--- src/hw/rtl/conv2d_padded_mac_defines.svh ---
// Assertion macros for the convolution block's RTL, included by conv2d_padded_mac.sv
`ifndef CONV2D_PADDED_MAC_DEFINES_SVH
`define CONV2D_PADDED_MAC_DEFINES_SVH

// same-cycle implication, checked on clk, quiet while reset is held
`define C2D_ASSERT_NOW(label, ante, cons) \
    label: assert property (@(posedge clk) disable iff (!rst_n) (ante) |-> (cons)) \
        else $error("conv2d check failed");

// next-cycle implication, checked on clk, quiet while reset is held
`define C2D_ASSERT_NEXT(label, ante, cons) \
    label: assert property (@(posedge clk) disable iff (!rst_n) (ante) |=> (cons)) \
        else $error("conv2d check failed");

`endif

--- src/hw/rtl/conv2d_ram.sv ---
// Generic single-write, single-read synchronous RAM with registered read data
module conv2d_ram #(
    parameter int WIDTH = 16,
    parameter int DEPTH = 16
) (
    input  logic                                     clk,
    input  logic                                     we,
    input  logic [(DEPTH > 1 ? $clog2(DEPTH) : 1)-1:0] waddr,
    input  logic [WIDTH-1:0]                         wdata,
    input  logic [(DEPTH > 1 ? $clog2(DEPTH) : 1)-1:0] raddr,
    output logic [WIDTH-1:0]                         rdata
);

    logic [WIDTH-1:0] mem [DEPTH];

    // write port
    always_ff @(posedge clk)
    begin
        if (we)
        begin
            mem[waddr] <= wdata;
        end
    end

    // read port, registered read data
    always_ff @(posedge clk)
    begin
        rdata <= mem[raddr];
    end

endmodule

--- config.mk ---
export PLATFORM = sky130hd
export DESIGN_NAME = conv2d_ram
export DESIGN_NICKNAME = d
export VERILOG_FILES = /design/src/hw/rtl/conv2d_padded_mac_defines.svh /design/src/hw/rtl/conv2d_ram.sv
export SDC_FILE = /design/constraint.sdc
export NUM_CORES = 1
export LEC_CHECK = 0
export BUFFER_PORTS_ARGS = -buffer_cell sky130_fd_sc_hd__buf_2
export CAP_MARGIN = 20
export CORE_ASPECT_RATIO = 0.7
export CORE_MARGIN = 2
export CORE_UTILIZATION = 35
export CTS_CLUSTER_SIZE = 16
export DETAILED_ROUTE_END_ITERATION = 10
export GPL_TIMING_DRIVEN = 0
export PLACE_DENSITY = 0.59
export SLEW_MARGIN = 20
export SYNTH_ARGS = -nofsm -noshare
export SYNTH_HDL_FRONTEND = slang
export SYNTH_SLANG_ARGS = --single-unit
--- constraint.sdc ---
create_clock -name clk -period 2.75 [get_ports clk]
set_clock_uncertainty 0.05 [all_clocks]
set_input_delay 0.4125 -clock clk [delete_from_list [all_inputs] [get_ports clk]]
set_output_delay 0.4125 -clock clk [all_outputs]
set_load 0.05 [all_outputs]
## Word-level counts from Yosys, hierarchy flattened

Memories as Yosys holds them, arrays and structs flattened. A register that Yosys moved wholly into a read port is not among the register bits.
Cells that the tools add are included.

| storage, ports and cells | value |
|---|---|
| register bits after elaboration | 0 |
| RAM bits | 256 |
| bits of input ports | 26 |
| output and inout bits | 16 |
| logic and storage cells | 3 |
| memories kept | 1 |

| operators by class | value |
|---|---|
| muxes and demuxes | 2 |

Memory list:

| name | words | width | rd ports | clocked after memory_dff | wr ports | line | source |
|---|---|---|---|---|---|---|---|
| mem | 16 | 16 | 1 | 1 | 1 | conv2d_ram.sv:14 | `logic [WIDTH-1:0] mem [DEPTH];` |

Operators by type and width:

| cell | number |
|---|---|
| 1-bit 2-to-1 mux | 2 |

## Longest topological paths before layout

| depth | value |
|---|---|
| depth in word-level cells | 2 |
| gate-level depth with buffers | 5 |

## Worst setup path after synthesis

No wires, ideal clock.

| timing | value |
|---|---|
| path type | input port to flip-flop |
| start | input port waddr[2] in the netlist's numbering |
| end | memory mem[0][0] (enable) |
| library setup time | 0.409 ns |
| arrival time | 2.058 ns |
| required time | 2.291 ns |
| slack | 0.232 ns |
| cell stages on the path | 2 |
| cell sequence | or3b_2 > nor3_1 |

RTL lines:

| element | line | source |
|---|---|---|
| from (decl) | conv2d_ram.sv:8 | `input logic [(DEPTH > 1 ? $clog2(DEPTH) : 1)-1:0] waddr,` |
| to (decl) | conv2d_ram.sv:14 |  |

Straight into the memory's write port.

## Worst setup path in the final report

| timing | value |
|---|---|
| start | input port waddr[2] in the netlist's numbering |
| end | memory mem[0][2] (enable) |

Straight into the memory's write port.

==> run summary <==
Status -> completed
Port Buf Inserts -> 39
Synth Area per Inst -> 23.2 um^2
Dpl cells -> 850
CP Max Fanout -> 7
Pre-CTS setup slack -> 0.291 ns
Clock buffer depth -> 3
Post-DP Area -> 10900 um^2
Initial cell density of the core -> 0.359
Cell Area, Synth -> 10000 um^2
Total track usage -> 0.148
1st-pass router iterations -> 5
Root Driver -> clkbuf_16
Worst Path Arrival -> 2.13 ns
Clock buffer count from CTS -> 26
Max incr delay on CP -> 0.59 ns
Num Clock Sinks -> 272
Final Wtd Congestion -> 0.712
Share of cells above drive strength 1 -> 0.311
Hold WC Path Type -> input port to flop
Cts repair resizes -> 0
Synth warn -> 0
Period utilisation layout -> 0.707
Final Hold Viols -> 0
CTS tree -> yes
Worst Path Required -> 2.93 ns
Clk pin slew, worst setup/hold paths -> 0.06 ns
Pins Over Slew Limit -> 0
Synth Net Count -> 458
Die Width -> 206 um
Post-CTS setup buffers -> 0
Non-Filler Instances -> 898
Hold slack final -> 0.202 ns
Pin count of the biggest net entering global routing -> 17
Synth cell types -> 19
Max cap viols -> 0
Clock Latency Late Sink -> 0.53 ns
Iter 0 DRT Violations -> 589
Initial antenna violation count -> 1
Seq cells post-synth -> 272
Unrepaired setup endpoints after global routing -> no
ANT cells -> 0
Aggregate routed wire length -> 22000 um
Endpoints failing setup -> 0
P_leak -> 3.75 nW
# nets final -> 533
Post-DR vias/cell -> 5.20
Crit start category -> input port
FMAX -> 0.514 GHz
CP Class -> input port to flop
Vias in the first global route -> 4817
Worst vdd ir -> 0.521 mV
Row count -> 51
Wire per inst -> 24.4 um
Cells after synthesis -> 432
Antenna Nets Post-Route -> 0
Cell Chain, Critical Path -> buf_2 > or3b_2 > nor3_2 > buf_6 > buf_4
Area Growth Syn to Fin -> 17.0%
Slew headroom -> 0.338
I/O pin count -> 42
Vias -> 4671
Setup ws final -> 0.805 ns
Dpl hpwl -> 13000 um
Total core area -> 28000 um^2
Die Footprint -> 30100 um^2
Setup TNS -> 0 ns
Cts hold-fix bufs -> 0
Final Cell Area -> 11800 um^2
Die H -> 146 um
PD cells -> 745 nW/um^2
Congestion Overflow GR -> 0
Register area share after synthesis -> 0.797
H-tree Lvls -> 1
Slew @ Worst Pin -> 0.994 ns
Nature of the critical path endpoint -> flop
Slowest CP cell -> or3b_2
DRC violations left -> 0
Final Critical Period -> 1.94 ns
First-pass GRT wire length -> 31600 um
## critical path, delay by kind of cell
| kind | cells | cell delay [ns] |
|---|---|---|
| buffers and inverters | 3 | 0.58 |
| and+or+nand+nor | 2 | 1.13 |
## cell usage after synthesis, drive strengths merged
cell type  number  share of area
a22oi          32          0.024
nor2           13         0.0049
clkbuf          8         0.0030
mux4           64           0.15
nor3            4         0.0020
nand2          17         0.0064
buf            13         0.0093
nor2b           2         0.0012
or3b            1        0.00087
nand3b          2         0.0015
nand2b          2         0.0012
and2            1        0.00062
dfxtp          16          0.032
edfxtp        256           0.77
nand3           1        0.00050
## stage by stage
stage	util	power, W
5_1_grt	0.419	0.00903
2_1_floorplan	-	0.00507
6_report	0.419	0.00875
3_5_place_dp	0.389	0.00528
3_3_place_gp	0.382	0.00525
4_1_cts	0.419	0.00883
## worst paths after layout
| check | start | to | slack (ns) | cells after the start |
|---|---|---|---|---|
| setup / recovery | waddr[2] | mem[0][2] | 0.81 | 5 |
| hold / removal | wdata[14] | mem[9][14] | 0.20 | 1 |
| setup reg to reg | mem[2][13] | rdata[13] | 1.29 | 3 |
| hold reg to reg | mem[14][2] | rdata[2] | 0.63 | 3 |
## registers in the layout (all words and copies together), names as in the netlist
name and flops:
rdata 16, mem 256
## power by group
group,internal [W],switching (W),leakage (nW)
Sequential,0.00463,0.0000223,2.45
Clock,0.00211,0.00146,0.408
Combinational,0.000175,0.000351,0.893
Total,0.00692,0.00184,3.75
## per-layer routing
metal	vias up	track usage	share of wire
li1	1985	-	-
met1	2476	0.221	0.46
met2	174	0.222	0.45
met3	34	0.0336	0.070
met4	2	0.0336	0.018
met5	-	0	0.00059
## cell families after synthesis
family                 after synthesis  share of synthesized area
AOI/OAI and AO/OA                   32                     0.0239
buffers and inverters               21                     0.0123
DFF                                272                      0.797
muxes                               64                      0.147
and+or+nand+nor                     43                     0.0192
## placed cells by master (no fill, tap or decap), drive strengths merged
cell	n
edfxtp	256
mux4	64
buf	60
clkbuf	51
a22oi	32
nand2	17
dfxtp	16
nor2	13
nor3	4
nor2b	2
nand3b	2
nand2b	2
bufinv	2
clkinvlp	2
and2	1
nand3	1
or3b	1
clkinv	1
## layout make-up
cell class              instances  area [um^2]
clock buffers                  43          776
repair buffers                 47          278
clock inverters                 5         80.1
flip-flops and latches        272         8010
fillers                      2403        16300
multi-input cells             139         2020
plain buffers                  21          124
well taps                     371          464
Power figures use the tool's default switching activity.
